## config.mk

```make
export PLATFORM = sky130hd
export DESIGN_NAME = ophp_front
export DESIGN_NICKNAME = d
export VERILOG_FILES = /design/src/ophp_pkg.sv /design/src/ophp_front.sv
export SDC_FILE = /design/constraint.sdc
export NUM_CORES = 1
export LEC_CHECK = 0
export BUFFER_PORTS_ARGS = -buffer_cell sky130_fd_sc_hd__buf_2
export CAP_MARGIN = 20
export CORE_ASPECT_RATIO = 2
export CORE_MARGIN = 5
export CORE_UTILIZATION = 50
export DETAILED_ROUTE_END_ITERATION = 10
export HOLD_SLACK_MARGIN = 0.12
export PLACE_DENSITY = 0.87
export RECOVER_POWER = 50
export SLEW_MARGIN = 20
export SYNTH_ARGS = -nofsm -noshare
export SYNTH_HDL_FRONTEND = slang
export SYNTH_SLANG_ARGS = --single-unit
```

## constraint.sdc

```tcl
create_clock -name clk -period 3 [get_ports clk]
set_clock_uncertainty 0.1 [all_clocks]
set_input_delay 0.3 -clock clk [delete_from_list [all_inputs] [get_ports clk]]
set_output_delay 0.3 -clock clk [all_outputs]
set_load 0.1 [all_outputs]
```

## src/ophp_pkg.sv

```systemverilog
package ophp_pkg;

  localparam int unsigned CORDIC_STEPS = 28;
  localparam logic [31:0] HALF_PI_Q30 = 32'h6487_ED51;
  localparam logic [31:0] ONE_Q30 = 32'h4000_0000;

  typedef struct packed {
    logic               cmd;
    logic [2:0]         ch;
    logic signed [23:0] smp;
    logic [21:0]        f;
  } q_item_t;

  typedef struct packed {
    logic    vld;
    q_item_t item;
  } q_head_t;

  typedef struct packed {
    logic [21:0]        cutoff;
    logic signed [31:0] a0;
    logic signed [31:0] a1;
    logic signed [31:0] b1;
    logic signed [23:0] x1;
    logic signed [30:0] y1;
  } ch_rec_t;

  typedef enum logic [3:0] {
    S_IDLE, S_READ, S_DIV1, S_THETA, S_CORDIC, S_PREP, S_DIV2,
    S_MUL0, S_MUL1, S_MUL2, S_ROUND, S_DONE
  } eng_state_t;

  typedef struct packed {
    logic pop;
    logic clr_hist;
    logic mem_we;
    logic out_load;
  } eng_ctl_t;

  localparam logic CMD_FILTER = 1'b0;
  localparam logic CMD_CLEAR  = 1'b1;

  function automatic logic [31:0] atan_q30(input logic [4:0] i);
    logic [31:0] v;
    unique case (i)
      5'd0:  v = 32'h3243F6A8;
      5'd1:  v = 32'h1DAC6705;
      5'd2:  v = 32'h0FADBAFC;
      5'd3:  v = 32'h07F56EA6;
      5'd4:  v = 32'h03FEAB76;
      5'd5:  v = 32'h01FFD55B;
      5'd6:  v = 32'h00FFFAAA;
      5'd7:  v = 32'h007FFF55;
      5'd8:  v = 32'h003FFFEA;
      5'd9:  v = 32'h001FFFFD;
      5'd10: v = 32'h000FFFFF;
      5'd11: v = 32'h0007FFFF;
      5'd12: v = 32'h0003FFFF;
      5'd13: v = 32'h0001FFFF;
      5'd14: v = 32'h0000FFFF;
      5'd15: v = 32'h00007FFF;
      5'd16: v = 32'h00003FFF;
      5'd17: v = 32'h00001FFF;
      5'd18: v = 32'h00000FFF;
      5'd19: v = 32'h000007FF;
      5'd20: v = 32'h000003FF;
      5'd21: v = 32'h000001FF;
      5'd22: v = 32'h000000FF;
      5'd23: v = 32'h0000007F;
      5'd24: v = 32'h0000003F;
      5'd25: v = 32'h0000001F;
      5'd26: v = 32'h0000000F;
      5'd27: v = 32'h00000008;
      default: v = 32'h0;
    endcase
    return v;
  endfunction

endpackage

```

## src/ophp_front.sv

```systemverilog
module ophp_front #(
  parameter int CHANNELS = 8
) (
  input  logic              clk,
  input  logic              rst_n,
  input  logic              in_tvalid,
  output logic              in_tready,
  input  logic [55:0]       in_tdata,
  input  logic              in_tuser,
  output ophp_pkg::q_head_t q_head,
  input  logic              q_pop
);

  ophp_pkg::q_item_t fifo_r [2];
  logic [1:0] cnt_r, cnt_nxt;
  logic       wp_r, rp_r;
  logic       xfer, keep, push;
  ophp_pkg::q_item_t item;

  assign in_tready = (cnt_r != 2'd2);
  assign xfer = in_tvalid && in_tready;

  always_comb begin
    item.cmd = in_tuser;
    item.ch  = in_tdata[2:0];
    item.smp = $signed(in_tdata[26:3]);
    item.f   = in_tdata[49] ? 22'd0 : in_tdata[48:27];
  end

  assign keep = (item.cmd == ophp_pkg::CMD_CLEAR) || (32'(item.ch) < CHANNELS);
  assign push = xfer && keep;

  always_comb begin
    cnt_nxt = cnt_r;
    if (push && !q_pop) cnt_nxt = cnt_r + 2'd1;
    else if (!push && q_pop) cnt_nxt = cnt_r - 2'd1;
  end

  always_ff @(posedge clk) begin
    if (!rst_n) begin
      cnt_r <= 2'd0;
      wp_r  <= 1'b0;
      rp_r  <= 1'b0;
    end else begin
      cnt_r <= cnt_nxt;
      if (push) wp_r <= ~wp_r;
      if (q_pop) rp_r <= ~rp_r;
    end
  end

  always_ff @(posedge clk) begin
    if (push) fifo_r[wp_r] <= item;
  end

  assign q_head.vld  = (cnt_r != 2'd0);
  assign q_head.item = fifo_r[rp_r];

endmodule

```

After elaboration in Yosys (flattened, before gate mapping)
Memory sizes are Yosys's and may differ from the RTL's. A register that Yosys moved wholly into a read port is not among the register bits.
Cells that the tools add are included.
{"block": "totals", "ff_bits": 4, "ramBits": 100, "inputBits": 61, "out_inout_bits": 52, "elab_cells": 23, "mem_count": 1}
{"block": "classes", "n_addsub": 2, "eq_ne": 1, "n_mux": 7, "bitwise_logic": 2, "n_reduce_logical": 7}
{"memory": "fifo_r", "words": 2, "width": 50, "read_ports": 1, "rd_clocked_by_memory_dff": 1, "wr": 1, "line_no": "ophp_front.sv:14", "text": "ophp_pkg::q_item_t fifo_r [2];"}
{"operator": "$mux W22", "n": 1}
{"operator": "$mux W1", "n": 4}
{"operator": "$mux W2", "n": 2}
{"operator": "$reduce_bool A2 Y1", "n": 2}
{"operator": "$logic_and A1 B1 Y1", "n": 3}
{"operator": "$add A2 B1 Y2 const B", "n": 1}
{"operator": "$logic_not A1 Y1", "n": 2}
{"operator": "$ne A2 B2 Y1 const B", "n": 1}
{"operator": "$not A1 Y1", "n": 2}
{"operator": "$sub A2 B1 Y2 const B", "n": 1}

Longest topological paths before layout
{"block": "logic_depth", "depth_word": 6, "mapped_depth": 6, "ltp_nobuf": 6}

Worst setup path after synthesis
Ideal clock, no wire load.
{"block": "synth_timing", "path_kind": "register to register", "start": "register cnt_r[0]", "end": "memory fifo_r[1][0] (netlist bit) (enable)", "setup_time_ns": 0.413, "t_arrival_ns": 2.018, "required_time_ns": 2.487, "setup_slack_ns": 0.469, "path_stages_with_launch": 3, "n_path_buf": 0, "synth_period_minus_slack_ns": 2.531, "path_cell_list": "dfxtp_1 > nand2b_4 > and3_1"}
{"block": "synth_via", "elab_chain_len": 4}
{"item": "from (decl)", "line_no": "ophp_front.sv:15", "text": "logic [1:0] cnt_r, cnt_nxt;"}
{"item": "from (signal assigned)", "line_no": "ophp_front.sv:45", "text": "cnt_r <= cnt_nxt;"}
{"item": "$ne A2 B2 Y1", "line_no": "ophp_front.sv:20", "text": "assign in_tready = (cnt_r != 2'd2);"}
{"item": "named net in_tready", "line_no": "ophp_front.sv:7", "text": "output logic in_tready,"}
{"item": "$logic_and A1 B1 Y1", "line_no": "ophp_front.sv:21", "text": "assign xfer = in_tvalid && in_tready;"}
{"item": "$mux W1", "line_no": "ophp_front.sv:52", "text": "if (push) fifo_r[wp_r] <= item;"}
{"item": "$mux W1 (implied by the code)", "line_no": "ophp_front.sv:52"}
{"item": "to (decl)", "line_no": "ophp_front.sv:14"}
The timed path passes the listed nets, and every way through them passes these cells.

==> results.yml <==
run_status:
  outcome: "complete, no violations"
synth:
  syn_area_um2: 3980
  asyncSetResetFlopFracSynth_pct: 0
  synthMostInstantiatedCell: "sky130_fd_sc_hd__edfxtp_1"
  post_synthesis_sequential_element_count: 105
  post-synth-top-area-fraction_pct: 75.4
  synth.avg_cell_area_um2: 19.5
  syn_inst: 204
  synth.area.top_cells: "sky130_fd_sc_hd__edfxtp_1 (75%), sky130_fd_sc_hd__mux2_2 (13%), sky130_fd_sc_hd__nor2b_1 (3.5%)"
  synth_seq_area_share_pct: 77.9
  synth_top_cells_by_count: "sky130_fd_sc_hd__edfxtp_1 (100), sky130_fd_sc_hd__mux2_2 (47), sky130_fd_sc_hd__nor2b_1 (22)"
  yosysTopAreaCell: "sky130_fd_sc_hd__edfxtp_1"
  yosys_synthesis_warning_count: 0
  synth_enable_flop_cells: 100
  synth.net_count: 266
  yosysUniqueCellTypes: 21
  synthFlopType: "sky130_fd_sc_hd__edfxtp_1"
global_routing:
  number_of_global_route_vias_before_repair: 2475
  grt.met2_usage_pct: 31.1
  grt_overflow: 0
  grt_start_max_net_pins: 34
  global_route_track_usage_on_met1_pct: 17.1
  number_of_antenna_violations_at_the_first_check_in_global_routing: 0
  grtUsageTotal_pct: 16.5
  grt_first_pass_wirelength_mm: 12.1
  globalRoute.busiestLayer: "met2"
  globalRouteMet3Util_pct: 3.03
detailed_routing:
  final_antenna_net_count: 0
  drcViolationCount: 0
  drt_first_iter_violations: 153
  num_vias: 2220
  detail_route.wl_per_cell_um: 17.5
  wirelength_mm: 7.77
  detail_route.first_pass.iterations: 4
  route.detailed.vias_per_inst: 4.99
floorplanning:
  floorplan.initialDensity_pct: 50.5
  pin_count: 113
  dieArea_um2: 9960
  die-height_um: 136
  num_rows: 46
  fp.coreArea_um2: 7890
  die_width_um: 73.1
worst_setup_path:
  critical_path_end_type: "primary output"
  timing.critical_path.fanout_max: 32
  worst_ep_required_time_ns: 2.60
  arrival_worst_endpoint_ns: 1.91
  timing.setup.critical_path_class: "flip-flop to primary output"
  worstSetupStartpointType: "flip-flop"
placed_design:
  portBuffers: 106
  hpwlAfterDp_mm: 5.22
  placed_cells_incl_taps: 401
  gp_congestion: 0.729
job:
  timing.max_cap.violations: 0
timing:
  worst_slew_margin_rel_pct: 35.2
  drv_slew: 0
  tightestPinTransition_ns: 0.971
  final_period_util_pct: 77.0
  hold_viol: 0
  minimum_clock_period_ns: 2.31
  setup_repair_after_global_routing_missed_its_margin: "no"
  achievable-frequency_mhz: 433
  final_sum_of_negative_setup_slack_ns: 0
  setup_violations: 0
clock_tree:
  clk_path_buf_depth: 2
  htreeDepth: 3
  path_clk_slew_ns: 0.06
  cts_made_buffers: 9
  clock_tree.root_cell: "sky130_fd_sc_hd__clkbuf_16"
  cts.sinks: 105
  tritoncts: "yes"
  clk_latency_ns: 0.33
cells_and_area:
  num-nets-final: 406
  antenna-diode-count: 0
  area_overhead_of_the_layout_relative_to_synthesis_pct: 30.3
  layout-drive-gt1-share_pct: 43.0
  stdcell_count: 445
hold_path:
  hold_path_class: "primary input to flip-flop"
power_and_ir_drop:
  pwr_density_cell_nw_per_um2: 818
  power_leakage_nw: 1.93
  vdd_ir_drop_max_uv: 502
[worst max-delay path: stages, from the launching register on]
cell                      delay, ns
sky130_fd_sc_hd__dfxtp_2       0.63
sky130_fd_sc_hd__buf_12        0.27
sky130_fd_sc_hd__mux2_2        0.37
sky130_fd_sc_hd__buf_2         0.29
[cells in the final DEF, fill, tap and decap left out]
cell type                       count
sky130_fd_sc_hd__edfxtp_1         100
sky130_fd_sc_hd__buf_2             83
sky130_fd_sc_hd__mux2_2            47
sky130_fd_sc_hd__dlygate4sd3_1     28
sky130_fd_sc_hd__clkbuf_1          23
sky130_fd_sc_hd__nor2b_1           22
sky130_fd_sc_hd__clkbuf_16          9
sky130_fd_sc_hd__dfxtp_1            4
sky130_fd_sc_hd__mux2_1             3
sky130_fd_sc_hd__buf_12             3
sky130_fd_sc_hd__and2_1             2
sky130_fd_sc_hd__inv_1              2
sky130_fd_sc_hd__xor2_1             2
sky130_fd_sc_hd__and2_0             2
sky130_fd_sc_hd__clkinv_2           2
sky130_fd_sc_hd__clkinvlp_4         2
sky130_fd_sc_hd__nand2b_1           1
sky130_fd_sc_hd__and3_1             1
sky130_fd_sc_hd__or2_2              1
sky130_fd_sc_hd__nand3b_1           1
sky130_fd_sc_hd__xnor2_1            1
sky130_fd_sc_hd__o21ai_0            1
sky130_fd_sc_hd__or3_1              1
sky130_fd_sc_hd__a21boi_1           1
sky130_fd_sc_hd__a21bo_2            1
sky130_fd_sc_hd__a21boi_0           1
sky130_fd_sc_hd__ha_1               1
sky130_fd_sc_hd__dfxtp_2            1
sky130_fd_sc_hd__bufinv_16          1
sky130_fd_sc_hd__clkinv_1           1
sky130_fd_sc_hd__buf_1              1
[worst paths after layout]
| path | slack (ns) | depth (start not counted) | from | end |
|---|---|---|---|---|
| setup / recovery | 0.69 | 3 | flip-flop | q_head[49] |
| hold / removal | 0.14 | 2 | rst_n | cnt_r[0] |
| setup reg to reg | 0.86 | 3 | cnt_r[0] | fifo_r[1][7] |
| hold reg to reg | 0.45 | 2 | cnt_r[1] | cnt_r[1] |
[cells by family after synthesis]
group / count (synthesis) / synth area share [%]
XOR/XNOR: 3 / 0.660
AND/OR/NAND/NOR: 31 / 5.09
buffers and inverters: 10 / 1.13
flip-flops: 105 / 77.9
AO/OA/AOI/OAI: 4 / 0.754
adder cells (fa/ha/maj): 1 / 0.314
multiplexers: 50 / 14.1
[area by class of cell]
| class | count | area (um^2) |
|---|---|---|
| Clock inverter | 6 | 58.8 |
| Tap cell | 96 | 120 |
| Clock buffer | 10 | 229 |
| Multi-Input combinational cell | 89 | 827 |
| Timing Repair Buffer | 137 | 842 |
| Inverter | 2 | 7.51 |
| Sequential cell | 105 | 3100 |
| Fill cell | 570 | 2700 |
[repair_timing]
action | 4_1_cts | 5_1_grt
buffers inserted | 0 | 0
hold buffers | 28 | 0
endpoints found under the hold margin | 56 | 0
gates resized for setup | 0 | 0
[where the power goes]
group	switching [mW]	internal (mW)	leakage (nW)
Clock	0.476	0.641	0.136
Combinational	1.04	0.259	0.807
Sequential	0.0481	1.78	0.985
Total	1.57	2.68	1.93
[registers in the layout, indices dropped and copies added (netlist names), named ones only]
signal / count
cnt_r: 2
fifo_r: 100
rp_r: 1
wp_r: 1
[metrics by stage]
step	setup slack, ns	cell area (um^2)	power, mW	util, %	hold slack (ns)
3_3_place_gp	1.04	4660	3.12	59.1	0.389
5_1_grt	0.596	5190	4.39	65.8	0.161
2_1_floorplan	0.469	3980	2.92	-	0.299
6_report	0.690	5190	4.24	65.8	0.142
4_1_cts	0.655	5230	4.28	66.3	0.130
3_5_place_dp	1.02	4660	3.15	59.1	0.391
[layer usage]
metal  up-vias  share of wire (%)  wire, um
met5         -                  0         0
met4         0                1.8       137
met3        11                4.6       356
met2        57                 58      4530
met1      1099                 35      2740
li1       1053                  -         -
(Power assumes the default switching activity.)
